[src/design/pcxrle_pkg.sv]
// Shared types, constants and helpers for the PCX RLE planar decoder.
package pcxrle_pkg;

    localparam int DIM_W  = 13;
    localparam int ADDR_W = 26;
    localparam int BYTE_W = 8;
    localparam int CNT_W  = 6;
    localparam int APB_AW = 3;
    localparam int APB_DW = 32;

    localparam logic [16:0]       MAX_DIMENSION = 17'd4096;
    localparam logic [BYTE_W-1:0] RUN_FLAG      = 8'hC0;
    localparam logic [CNT_W-1:0]  COUNT_MASK    = 6'h3F;

    localparam logic [DIM_W-1:0] WIDTH_RST  = 13'd640;
    localparam logic [DIM_W-1:0] HEIGHT_RST = 13'd480;

    // register index, taken from paddr[2]
    localparam logic REG_WIDTH  = 1'b0;
    localparam logic REG_HEIGHT = 1'b1;

    // where a pixel step takes its value and count from
    typedef enum logic [1:0] {
        SRC_LITERAL,
        SRC_RUNSTART,
        SRC_HELD
    } t_src;

    typedef struct packed {
        logic pixel;
        logic status_item;
        logic load_count;
        logic clear_pos;
    } t_cmd;

    typedef struct packed {
        logic en;
        logic is_flag;
        logic full;
        logic count_zero;
        logic run_done;
    } t_sts;

    function automatic logic [DIM_W-1:0] clamp_dim(input logic [APB_DW-1:0] v);
        logic [DIM_W-1:0] low;
        low = v[DIM_W-1:0];
        if ({4'b0, low} > MAX_DIMENSION) begin
            return MAX_DIMENSION[DIM_W-1:0];
        end
        return low;
    endfunction

endpackage

[src/design/pcxrle_regs.sv]
// Configuration register file behind the APB-style port.
module pcxrle_regs
    import pcxrle_pkg::*;
#(
    parameter int PLANE_COUNT = 3,
    parameter int SPAN_W      = DIM_W + $clog2(PLANE_COUNT + 1)
) (
    input  logic              i_clk,
    input  logic              i_rst_n,
    input  logic              psel,
    input  logic              penable,
    input  logic              pwrite,
    input  logic [APB_AW-1:0] paddr,
    input  logic [APB_DW-1:0] pwdata,
    output logic [APB_DW-1:0] prdata,
    output logic              pready,
    output logic [DIM_W-1:0]  o_width,
    output logic [DIM_W-1:0]  o_height,
    output logic [SPAN_W-1:0] o_span
);

    logic [DIM_W-1:0]  r_width;
    logic [DIM_W-1:0]  r_height;
    logic [SPAN_W-1:0] r_span;
    logic [DIM_W-1:0]  wdata_clamped;
    logic              reg_idx;
    logic              wr_en;

    assign reg_idx       = paddr[2];
    assign wr_en         = psel && penable && pwrite;
    assign wdata_clamped = clamp_dim(pwdata);

    always_ff @(posedge i_clk) begin
        if (!i_rst_n) begin
            r_width  <= WIDTH_RST;
            r_height <= HEIGHT_RST;
            r_span   <= SPAN_W'(WIDTH_RST) * SPAN_W'(PLANE_COUNT);
        end else if (wr_en) begin
            unique case (reg_idx)
                REG_WIDTH: begin
                    r_width <= wdata_clamped;
                    // row pitch of all planes, kept ready for the address multiply
                    r_span  <= SPAN_W'(wdata_clamped) * SPAN_W'(PLANE_COUNT);
                end
                REG_HEIGHT: begin
                    r_height <= wdata_clamped;
                end
            endcase
        end
    end

    always_comb begin
        unique case (reg_idx)
            REG_WIDTH:  prdata = {{(APB_DW-DIM_W){1'b0}}, r_width};
            REG_HEIGHT: prdata = {{(APB_DW-DIM_W){1'b0}}, r_height};
        endcase
    end

    assign pready   = 1'b1;
    assign o_width  = r_width;
    assign o_height = r_height;
    assign o_span   = r_span;

endmodule

[src/design/pcxrle_ctrl.sv]
// Byte-level control state machine of the PCX RLE decoder.
module pcxrle_ctrl
    import pcxrle_pkg::*;
(
    input  logic i_clk,
    input  logic i_rst_n,
    input  logic i_in_valid,
    input  logic i_final_byte,
    input  t_sts i_sts,
    output logic o_in_ready,
    output t_src o_src,
    output t_cmd o_cmd
);

    typedef enum logic [1:0] {
        ST_BYTE,
        ST_VALUE,
        ST_EMIT
    } t_state;

    t_state r_state;
    t_state n_state;
    logic   r_last;
    logic   n_last;
    logic   accept;

    assign o_in_ready = i_sts.en && (r_state != ST_EMIT);
    assign accept     = i_in_valid && o_in_ready;

    // pixel source follows the state alone, so the run status never loops back into it
    always_comb begin
        unique case (r_state)
            ST_VALUE: o_src = SRC_RUNSTART;
            ST_EMIT:  o_src = SRC_HELD;
            default:  o_src = SRC_LITERAL;
        endcase
    end

    always_comb begin
        n_state = r_state;
        n_last  = r_last;
        o_cmd   = '{pixel: 1'b0, status_item: 1'b0, load_count: 1'b0, clear_pos: 1'b0};
        unique case (r_state)
            ST_BYTE: begin
                if (accept) begin
                    if (i_sts.full) begin
                        o_cmd.clear_pos = i_final_byte;
                    end else if (i_sts.is_flag) begin
                        if (i_final_byte) begin
                            // stream cut right after a run flag
                            o_cmd.status_item = 1'b1;
                            o_cmd.clear_pos   = 1'b1;
                        end else begin
                            o_cmd.load_count = 1'b1;
                            n_state          = ST_VALUE;
                        end
                    end else begin
                        o_cmd.pixel = 1'b1;
                        if (i_sts.run_done) begin
                            o_cmd.clear_pos = i_final_byte;
                        end else begin
                            n_state = ST_EMIT;
                            n_last  = i_final_byte;
                        end
                    end
                end
            end
            ST_VALUE: begin
                if (accept) begin
                    n_state = ST_BYTE;
                    if (i_sts.full || i_sts.count_zero) begin
                        o_cmd.clear_pos = i_final_byte;
                    end else begin
                        o_cmd.pixel = 1'b1;
                        if (i_sts.run_done) begin
                            o_cmd.clear_pos = i_final_byte;
                        end else begin
                            n_state = ST_EMIT;
                            n_last  = i_final_byte;
                        end
                    end
                end
            end
            ST_EMIT: begin
                if (i_sts.en) begin
                    o_cmd.pixel = 1'b1;
                    if (i_sts.run_done) begin
                        o_cmd.clear_pos = r_last;
                        n_state         = ST_BYTE;
                    end
                end
            end
            default: begin
                n_state = ST_BYTE;
            end
        endcase
    end

    always_ff @(posedge i_clk) begin
        if (!i_rst_n) begin
            r_state <= ST_BYTE;
            r_last  <= 1'b0;
        end else begin
            r_state <= n_state;
            r_last  <= n_last;
        end
    end

endmodule

[src/design/pcxrle_dpath.sv]
// Position counters, pixel generator and address pipeline of the decoder.
module pcxrle_dpath
    import pcxrle_pkg::*;
#(
    parameter int PLANE_COUNT = 3,
    parameter int PL_W        = $clog2(PLANE_COUNT + 1),
    parameter int SPAN_W      = DIM_W + PL_W
) (
    input  logic              i_clk,
    input  logic              i_rst_n,
    input  logic [DIM_W-1:0]  i_width,
    input  logic [DIM_W-1:0]  i_height,
    input  logic [SPAN_W-1:0] i_span,
    input  logic [BYTE_W-1:0] i_stream_byte,
    input  t_cmd              i_cmd,
    input  t_src              i_src,
    output t_sts              o_sts,
    input  logic              i_out_ready,
    output logic              o_out_valid,
    output logic [ADDR_W-1:0] o_pixel_address,
    output logic [BYTE_W-1:0] o_pixel_value,
    output logic              o_write_valid,
    output logic              o_status,
    output logic              o_run_end
);

    localparam int PROD_W = DIM_W + SPAN_W;
    localparam int POFF_W = PL_W + DIM_W;

    typedef struct packed {
        logic [DIM_W-1:0] col;
        logic [PL_W-1:0]  plane;
        logic [DIM_W-1:0] row;
    } t_pos;

    // wrap a full line onto the next plane, a full plane set onto the next row
    function automatic t_pos wrap_pos(input t_pos p, input logic [DIM_W-1:0] w);
        t_pos q;
        q = p;
        if (q.col >= w) begin
            q.col   = '0;
            q.plane = q.plane + 1'b1;
        end
        if (q.plane >= PL_W'(PLANE_COUNT)) begin
            q.plane = '0;
            q.row   = q.row + 1'b1;
        end
        return q;
    endfunction

    t_pos              r_pos;
    t_pos              n_pos;
    logic [CNT_W-1:0]  r_count;
    logic [CNT_W-1:0]  r_remain;
    logic [BYTE_W-1:0] r_value;

    t_pos              w_cur;
    t_pos              w_step;
    t_pos              w_nxt;
    logic [BYTE_W-1:0] val;
    logic [CNT_W-1:0]  cnt;
    logic              drop;
    logic              more;
    logic              next_drop;
    logic              run_end;
    logic              issue;
    logic              en;

    // stage 1: generated item
    logic              r_s1_vld;
    t_pos              r_s1_pos;
    logic [BYTE_W-1:0] r_s1_val;
    logic              r_s1_wv;
    logic              r_s1_st;
    logic              r_s1_end;
    // stage 2: partial products
    logic              r_s2_vld;
    logic [ADDR_W-1:0] r_s2_rowoff;
    logic [POFF_W-1:0] r_s2_planeoff;
    logic [DIM_W-1:0]  r_s2_col;
    logic [BYTE_W-1:0] r_s2_val;
    logic              r_s2_wv;
    logic              r_s2_st;
    logic              r_s2_end;
    // output register
    logic              r_out_vld;
    logic [ADDR_W-1:0] r_out_addr;
    logic [BYTE_W-1:0] r_out_val;
    logic              r_out_wv;
    logic              r_out_st;
    logic              r_out_end;

    logic [PROD_W-1:0] row_prod;
    logic [POFF_W-1:0] plane_prod;

    assign en = !r_out_vld || i_out_ready;

    always_comb begin
        val = (i_src == SRC_HELD) ? r_value : i_stream_byte;
        unique case (i_src)
            SRC_LITERAL:  cnt = CNT_W'(1);
            SRC_RUNSTART: cnt = r_count;
            SRC_HELD:     cnt = r_remain;
            default:      cnt = '0;
        endcase
    end

    always_comb begin
        w_cur      = wrap_pos(r_pos, i_width);
        drop       = (w_cur.row >= i_height);
        w_step     = w_cur;
        w_step.col = w_cur.col + 1'b1;
        // look one pixel ahead so the last write of a cut-off run carries run_end
        w_nxt      = wrap_pos(w_step, i_width);
        next_drop  = (w_nxt.row >= i_height);
        more       = (cnt > CNT_W'(1));
        run_end    = !more || next_drop;
    end

    assign issue = (i_cmd.pixel && !drop) || i_cmd.status_item;

    always_comb begin
        n_pos = r_pos;
        if (i_cmd.pixel) begin
            if (drop) begin
                n_pos = w_cur;
            end else if (more && next_drop) begin
                n_pos = w_nxt;
            end else begin
                n_pos = w_step;
            end
        end
        if (i_cmd.clear_pos) begin
            n_pos = '0;
        end
    end

    always_comb begin
        o_sts.en         = en;
        o_sts.is_flag    = ((i_stream_byte & RUN_FLAG) == RUN_FLAG);
        o_sts.full       = (r_pos.row >= i_height);
        o_sts.count_zero = (r_count == '0);
        o_sts.run_done   = drop || run_end;
    end

    always_ff @(posedge i_clk) begin
        if (!i_rst_n) begin
            r_pos   <= '0;
            r_count <= '0;
        end else begin
            r_pos <= n_pos;
            if (i_cmd.load_count) begin
                r_count <= i_stream_byte[CNT_W-1:0] & COUNT_MASK;
            end
        end
    end

    always_ff @(posedge i_clk) begin
        if (i_cmd.pixel && !drop && !run_end) begin
            r_value  <= val;
            r_remain <= cnt - 1'b1;
        end
    end

    assign row_prod   = PROD_W'(r_s1_pos.row) * PROD_W'(i_span);
    assign plane_prod = POFF_W'(r_s1_pos.plane) * POFF_W'(i_width);

    // whole pipeline advances together; a held output freezes every stage
    always_ff @(posedge i_clk) begin
        if (!i_rst_n) begin
            r_s1_vld  <= 1'b0;
            r_s2_vld  <= 1'b0;
            r_out_vld <= 1'b0;
        end else if (en) begin
            r_s1_vld  <= issue;
            r_s2_vld  <= r_s1_vld;
            r_out_vld <= r_s2_vld;
        end
    end

    always_ff @(posedge i_clk) begin
        if (en) begin
            if (i_cmd.status_item) begin
                r_s1_pos <= '0;
                r_s1_val <= '0;
                r_s1_wv  <= 1'b0;
                r_s1_st  <= 1'b1;
                r_s1_end <= 1'b1;
            end else begin
                r_s1_pos <= w_cur;
                r_s1_val <= val;
                r_s1_wv  <= 1'b1;
                r_s1_st  <= 1'b0;
                r_s1_end <= run_end;
            end
            r_s2_rowoff   <= row_prod[ADDR_W-1:0];
            r_s2_planeoff <= plane_prod;
            r_s2_col      <= r_s1_pos.col;
            r_s2_val      <= r_s1_val;
            r_s2_wv       <= r_s1_wv;
            r_s2_st       <= r_s1_st;
            r_s2_end      <= r_s1_end;
            r_out_addr    <= r_s2_rowoff + ADDR_W'(r_s2_planeoff) + ADDR_W'(r_s2_col);
            r_out_val     <= r_s2_val;
            r_out_wv      <= r_s2_wv;
            r_out_st      <= r_s2_st;
            r_out_end     <= r_s2_end;
        end
    end

    assign o_out_valid     = r_out_vld;
    assign o_pixel_address = r_out_addr;
    assign o_pixel_value   = r_out_val;
    assign o_write_valid   = r_out_wv;
    assign o_status        = r_out_st;
    assign o_run_end       = r_out_end;

endmodule

[src/design/pcx_rle_planar_decoder.sv]
// Each result passes the stage 1, stage 2 and output registers after the transfer of the
// byte that causes it. Literal bytes are taken one per cycle while the output is not
// stalled; a value byte gives a run of up to n pixels, one per unstalled cycle, with no new
// input byte taken until the run ends. A stalled output freezes the address pipeline and
// holds off input transfers. Reset (synchronous, active low) clears position, run state and
// pipeline valids; width and height return to 640 and 480. No clearing pass is needed.
module pcx_rle_planar_decoder
    import pcxrle_pkg::*;
#(
    parameter int PLANE_COUNT = 3
) (
    input  logic              i_clk,
    input  logic              i_rst_n,
    input  logic              i_in_valid,
    output logic              o_in_ready,
    input  logic [BYTE_W-1:0] i_stream_byte,
    input  logic              i_final_byte,
    output logic              o_out_valid,
    input  logic              i_out_ready,
    output logic [ADDR_W-1:0] o_pixel_address,
    output logic [BYTE_W-1:0] o_pixel_value,
    output logic              o_write_valid,
    output logic              o_status,
    output logic              o_run_end,
    input  logic              psel,
    input  logic              penable,
    input  logic              pwrite,
    input  logic [APB_AW-1:0] paddr,
    input  logic [APB_DW-1:0] pwdata,
    output logic [APB_DW-1:0] prdata,
    output logic              pready
);

    localparam int PL_W   = $clog2(PLANE_COUNT + 1);
    localparam int SPAN_W = DIM_W + PL_W;

    logic [DIM_W-1:0]  cfg_width;
    logic [DIM_W-1:0]  cfg_height;
    logic [SPAN_W-1:0] cfg_span;
    t_cmd              cmd;
    t_src              src;
    t_sts              sts;

    pcxrle_regs #(
        .PLANE_COUNT (PLANE_COUNT),
        .SPAN_W      (SPAN_W)
    ) u_regs (
        .i_clk    (i_clk),
        .i_rst_n  (i_rst_n),
        .psel     (psel),
        .penable  (penable),
        .pwrite   (pwrite),
        .paddr    (paddr),
        .pwdata   (pwdata),
        .prdata   (prdata),
        .pready   (pready),
        .o_width  (cfg_width),
        .o_height (cfg_height),
        .o_span   (cfg_span)
    );

    pcxrle_ctrl u_ctrl (
        .i_clk        (i_clk),
        .i_rst_n      (i_rst_n),
        .i_in_valid   (i_in_valid),
        .i_final_byte (i_final_byte),
        .i_sts        (sts),
        .o_in_ready   (o_in_ready),
        .o_src        (src),
        .o_cmd        (cmd)
    );

    pcxrle_dpath #(
        .PLANE_COUNT (PLANE_COUNT),
        .PL_W        (PL_W),
        .SPAN_W      (SPAN_W)
    ) u_dpath (
        .i_clk           (i_clk),
        .i_rst_n         (i_rst_n),
        .i_width         (cfg_width),
        .i_height        (cfg_height),
        .i_span          (cfg_span),
        .i_stream_byte   (i_stream_byte),
        .i_cmd           (cmd),
        .i_src           (src),
        .o_sts           (sts),
        .i_out_ready     (i_out_ready),
        .o_out_valid     (o_out_valid),
        .o_pixel_address (o_pixel_address),
        .o_pixel_value   (o_pixel_value),
        .o_write_valid   (o_write_valid),
        .o_status        (o_status),
        .o_run_end       (o_run_end)
    );

    // a held result blocks new input transfers
    a_stall_blocks_input: assert property (@(posedge i_clk) disable iff (!i_rst_n)
        o_out_valid && !i_out_ready |-> !o_in_ready)
        else $error("input taken while output stalled");

    // each result is either a pixel write or a status report
    a_write_xor_status: assert property (@(posedge i_clk) disable iff (!i_rst_n)
        o_out_valid |-> (o_write_valid != o_status))
        else $error("result neither or both write and status");

    // truncation status is always a lone, zeroed, closing result
    a_status_shape: assert property (@(posedge i_clk) disable iff (!i_rst_n)
        o_out_valid && o_status |->
            o_run_end && (o_pixel_address == '0) && (o_pixel_value == '0))
        else $error("malformed status result");

endmodule
[config.mk]
export PLATFORM = sky130hd
export DESIGN_NAME = pcx_rle_planar_decoder
export DESIGN_NICKNAME = d
export VERILOG_FILES = /design/src/design/pcxrle_pkg.sv /design/src/design/pcxrle_regs.sv /design/src/design/pcxrle_ctrl.sv /design/src/design/pcxrle_dpath.sv /design/src/design/pcx_rle_planar_decoder.sv
export SDC_FILE = /design/constraint.sdc
export NUM_CORES = 1
export LEC_CHECK = 0
export BUFFER_PORTS_ARGS = -buffer_cell sky130_fd_sc_hd__clkbuf_2
export CAP_MARGIN = 20
export CORE_ASPECT_RATIO = 0.5
export CORE_MARGIN = 2
export CORE_UTILIZATION = 35
export DETAILED_ROUTE_END_ITERATION = 16
export GPL_TIMING_DRIVEN = 0
export RECOVER_POWER = 100
export SLEW_MARGIN = 10
export SYNTH_ARGS = -nofsm -noshare
export SYNTH_HDL_FRONTEND = slang
export SYNTH_HIERARCHICAL = 1
export SYNTH_SLANG_ARGS = --single-unit
[constraint.sdc]
create_clock -name i_clk -period 9.7 [get_ports i_clk]
set_input_delay 1.455 -clock i_clk [delete_from_list [all_inputs] [get_ports i_clk]]
set_output_delay 1.455 -clock i_clk [all_outputs]
set_load 0.02 [all_outputs]
# Yosys cells after proc, flatten, opt, wreduce, memory -nomap -nowiden
# Index checks and enable logic that the tools add are counted.
# W data, S select, Z words.
[classes] reduce_logical=25 addsub=8 muxes=52 eq_ne=15 n_bitwise=2 shifts=0 n_div=0 mul=3 order_cmp=9
[op_table] op="$ge A13 B13 Y1" count=5
[op_table] op="$pmux W32 S2" count=1
[op_table] op="$mux W15" count=4
[op_table] op="$mux W28" count=2
[op_table] op="$add A13 B1 Y13 const B" count=3
[op_table] op="$add A26 B13 Y26" count=1
[op_table] op="$add A26 B15 Y26" count=1
[op_table] op="$mul A13 B15 Y26" count=1
[op_table] op="$mux W13" count=2
[op_table] op="$mux W2" count=12
[op_table] op="$mux W1" count=22
[op_table] op="$pmux W6 S3" count=1
[op_table] op="$mul A13 B2 Y15 const B" count=1
[op_table] op="$mul A2 B13 Y15" count=1
[op_table] op="$gt A13 B13 Y1 const B" count=1
[op_table] op="$ne A2 B2 Y1 const B" count=5
[op_table] op="$mux W8" count=1
[op_table] op="$logic_and A1 B1 Y1" count=7
[op_table] op="$reduce_and A7 Y1" count=1
[op_table] op="$eq A2 B2 Y1 const B" count=3
[op_table] op="$gt A6 B1 Y1 const B" count=1
[op_table] op="$logic_not A6 Y1" count=1
[op_table] op="$ne A2 B1 Y1 const B" count=3
[op_table] op="$ne A3 B3 Y1 const B" count=2
[op_table] op="18 further kinds" count=32
[word_totals] mem_bits_ro=0 wordCells=147 latchBits=0 ram_bits=0 register_bits=236 output_inout_bits=72 mem_count=0 input_bits=51

# Depth between registers and ports, before layout
[logic_depth] depth_word=18 ltp_mapped=40 mapped_depth_nobuf=37

# By module
# The synthesis kept the hierarchy.
[by_module_without_submodules] mod="pcxrle_dpath" area_each_um2=17279.1 cells_each=1715 seq_area_each_um2=5395.2 instances=1
[by_module_without_submodules] mod="pcxrle_regs" area_each_um2=2623.8 cells_each=324 seq_area_each_um2=800.8 instances=1
[by_module_without_submodules] mod="pcxrle_ctrl" area_each_um2=275.3 cells_each=32 seq_area_each_um2=60.1 instances=1

# Worst setup path after synthesis
# OpenSTA, ideal clock, no wires.
[synth_path] path_kind="input port to flip-flop" from="input i_out_ready" to="register u_dpath.r_remain[0], enable pin" setup_time_ps=403 stages=7 t_arrival_ps=7410 slack_ps=1887 cell_sequence="nand2b_1 > buf_4 > nand4bb_4 > o22ai_1 > clkbuf_1 > nand2_1 > nor3_1"
[synth_rtl] item="start: declaration" line_no="pcx_rle_planar_decoder.sv:19" rtl="input logic i_out_ready,"
[synth_rtl] item="end signal: assignment" line_no="pcxrle_dpath.sv:161" rtl="r_remain <= cnt - 1'b1;"
[synth_rtl] item="end: declaration" line_no="pcxrle_dpath.sv:54" rtl="logic [CNT_W-1:0] r_remain;"

==> qor.csv <==
metric;value;unit
Antenna diodes;0;
top-area cell type share of the netlist area;23.1;%
Core ar.;57200;sq um
H-tree depth;1;
most numerous cell in the Yosys netlist;nand2_1;
Seq/Total Area, Yosys;31.0;%
Port Buf Inserts;80;
final wirelength;49700;um
residual DRC count;0;
Clock Path Buffers;3;
Critical Path RT;10.22;ns
slew of the pin with the lowest slew margin;3.09;ns
Synth Register Bits;235;
Layout Cells excl Fill;2989;
Layout area overhead;10.9;%
die height;174;um
WS Path Type;reg -> reg;
Final Net Count;2584;
Synth Flop Type;edfxtp_1;
VDD IR max;129;uV
Clock Sinks;235;
first-pass GRT wire length;80200;um
Crit Path Max Fanout;10;
Yosys top cell by area;edfxtp_1;
Syn Area/Cell;9.74;sq um
period utilization;92.9;%
final hold vios;0;
status;complete, but fails checks;
Initial DRT Pass Iterations;5;
Clk Latency, worst-skew pair;0.57;ns
worst slew margin relative to its limit;-106;%
initial core utilization;35.3;%
Leak;10.1;nW
yosys warns;6;
IO Pins;123;
Post-synth ARST share;0;%
Worst EP arrival;9.52;ns
Die X;344;um
Vias/cell;4.96;
root buf cell;clkbuf_16;
TritonCTS Buffers;25;
TritonCTS clock tree;done;
First DRT Iteration DRCs;873;
Worst Skew;0.0210;ns
maximum clock rate;111;MHz
Post-synth EDFFs;155;
Fillers;5685;
failing checks;max-capacitance violations, max-slew violations;
fin. max-slew vios;151;
remaining global-route overflow;0;
worst setup margin;0.694;ns
largest net degree at the start of global routing;60;
crit start category;register;
TNS Setup;0;ns
initial antenna violation count;0;
GRT Total Usage;16.8;%
Core Rows;62;
number of routed nets with antenna violations;0;
cells after synthesis;2071;
Synth top cells by count;nand2_1 (260), inv_1 (229), ha_1 (173);
Power Density;114;nW/um^2
number of global-route vias before repair;14800;
DP HPWL;39200;um
GPL Wtd Cong;0.867;
Final min period;9.01;ns
crit end category;register;
Min-Delay Path Class;reg -> reg;
unrepaired setup endpoints after global routing;false;
pre-CTS WS;-0.0569;ns
max-cap viol count;3;
Post-Syn Area;20200;sq um
Worst-path clk slew;0.07;ns
drt wl/cell;16.6;um
Yosys cell types;102;
slowest cell on the critical path;dfxtp_1;
layout cells sized above 1;7.38;%
final setup fails;0;
top post-synthesis cells by area;edfxtp_1 (23%), fa_1 (16%), ha_1 (11%), dfxtp_1 (7.9%), nand2_1 (4.8%);
Final Util;39.1;%
Die ar.;59700;sq um
CP peak stage delay;0.51;ns
DP Cell Count;2940;
Vias;14800;
==> routing by layer <==
layer	GRT usage [%]	wire length [um]	vias to the layer above	share of wire, %
li1	-	-	7233	-
met1	23.6	23500	7210	47
met2	27.0	22400	319	45
met3	2.59	2600	66	5.2
met4	4.46	1150	0	2.3
met5	0	0	-	0
==> cell families after synthesis <==
logic type / count (synthesis) / share of synthesized area, %
DFF: 235 / 31.0
other: 2 / 0.0372
muxes: 42 / 2.23
adders and majority gates: 331 / 26.4
buffers and inverters: 332 / 6.82
AOI/OAI and AO/OA: 308 / 10.9
xor gates and xnor gates: 97 / 4.28
and+or+nand+nor: 724 / 18.3
==> per-stage QoR <==
step | hold slack, ns | total power [mW] | cell area [sq um]
after detailed placement | 0.405 | 1.57 | 21700
after global placement | 0.400 | 1.57 | 21600
final | 0.418 | 2.56 | 22400
after floorplan | 0.400 | 1.45 | 20200
after CTS | 0.420 | 2.61 | 22600
after global routing | 0.421 | 2.68 | 22400
==> repair_timing <==
action	4_1_cts	5_1_grt
resized for setup	0	11
endpoints found under the hold margin	0	0
buffers inserted	1	2
pin swaps	1	1
setup endpoints to repair	9	28
hold buffers	0	0
==> state kept, by name, summed over array words and instances (netlist names), 2 cells and up <==
name and count:
u_dpath/o_pixel_value 8, u_regs/o_width 13, u_dpath/r_s2_planeoff 15, u_dpath/r_s1_pos 28, u_regs/o_span 14, u_ctrl/r_state 2, u_dpath/r_pos 28, u_dpath/r_count 6
u_dpath/r_remain 6, u_dpath/r_s2_rowoff 26, u_dpath/r_s2_val 8, u_dpath/r_s2_col 13, u_dpath/r_value 8, u_dpath/r_s1_val 8, u_regs/o_height 13, u_dpath/o_pixel_address 26
==> power by group <==
| part | switching (mW) | internal (mW) | total (mW) |
|---|---|---|---|
| Combinational | 0.237 | 0.129 | 0.366 |
| Clock | 0.435 | 0.585 | 1.02 |
| Sequential | 0.0334 | 1.14 | 1.17 |
==> cell type report <==
type | count | area (sq um) | area share [%]
Tap cell | 768 | 961 | 4.30
Clock buffer | 26 | 629 | 2.81
Sequential cell | 235 | 6260 | 28.0
Multi-Input combinational cell | 1522 | 12500 | 56.1
Buffer | 103 | 513 | 2.29
Inverter | 229 | 860 | 3.84
Clock inverter | 20 | 233 | 1.04
Timing Repair Buffer | 86 | 374 | 1.67
==> final timing paths <==
kind | start | to | slack, ns | cells past startpoint
hold / removal | u_dpath/r_s1_val[1] | u_dpath/r_s2_val[1] | 0.42 | 0
setup / recovery | u_regs/o_width[10] | u_dpath/r_pos[8] | 0.69 | 38
hold reg to reg | u_dpath/r_s1_val[1] | u_dpath/r_s2_val[1] | 0.42 | 0
setup reg to reg | u_regs/o_width[10] | u_dpath/r_pos[8] | 0.69 | 38
==> critical path: cells and delay by family (launching register included) <==
| family | cells | cell delay, ns |
|---|---|---|
| AND/OR/NAND/NOR | 14 | 2.57 |
| buffers and inverters | 4 | 0.91 |
| adder cells (fa/ha/maj) | 4 | 1.16 |
| flip-flops | 1 | 0.51 |
| AO/OA/AOI/OAI | 14 | 3.52 |
| XOR/XNOR | 2 | 0.28 |
==> cell usage in the layout, fill, tap and decap left out, types with 12 or more instances in the layout <==
cell type / n
a21o_1: 18
clkbuf_1: 111
nand3_1: 40
xnor2_1: 72
buf_4: 24
dfxtp_1: 80
o21ai_0: 53
ha_1: 173
clkbuf_16: 25
a22oi_1: 13
a21boi_0: 22
a211oi_1: 12
clkbuf_2: 41
nor2b_1: 42
conb_1: 20
nand2_1: 260
and3_1: 14
edfxtp_1: 155
nand4_1: 16
and2_1: 109
xor2_1: 23
fa_1: 158
nor3_1: 33
and2_0: 19
mux2i_1: 19
nand2b_1: 27
inv_1: 229
nor2_1: 106
mux2_1: 13
o211ai_1: 15
a21oi_1: 66
(Power assumes the default switching activity.)
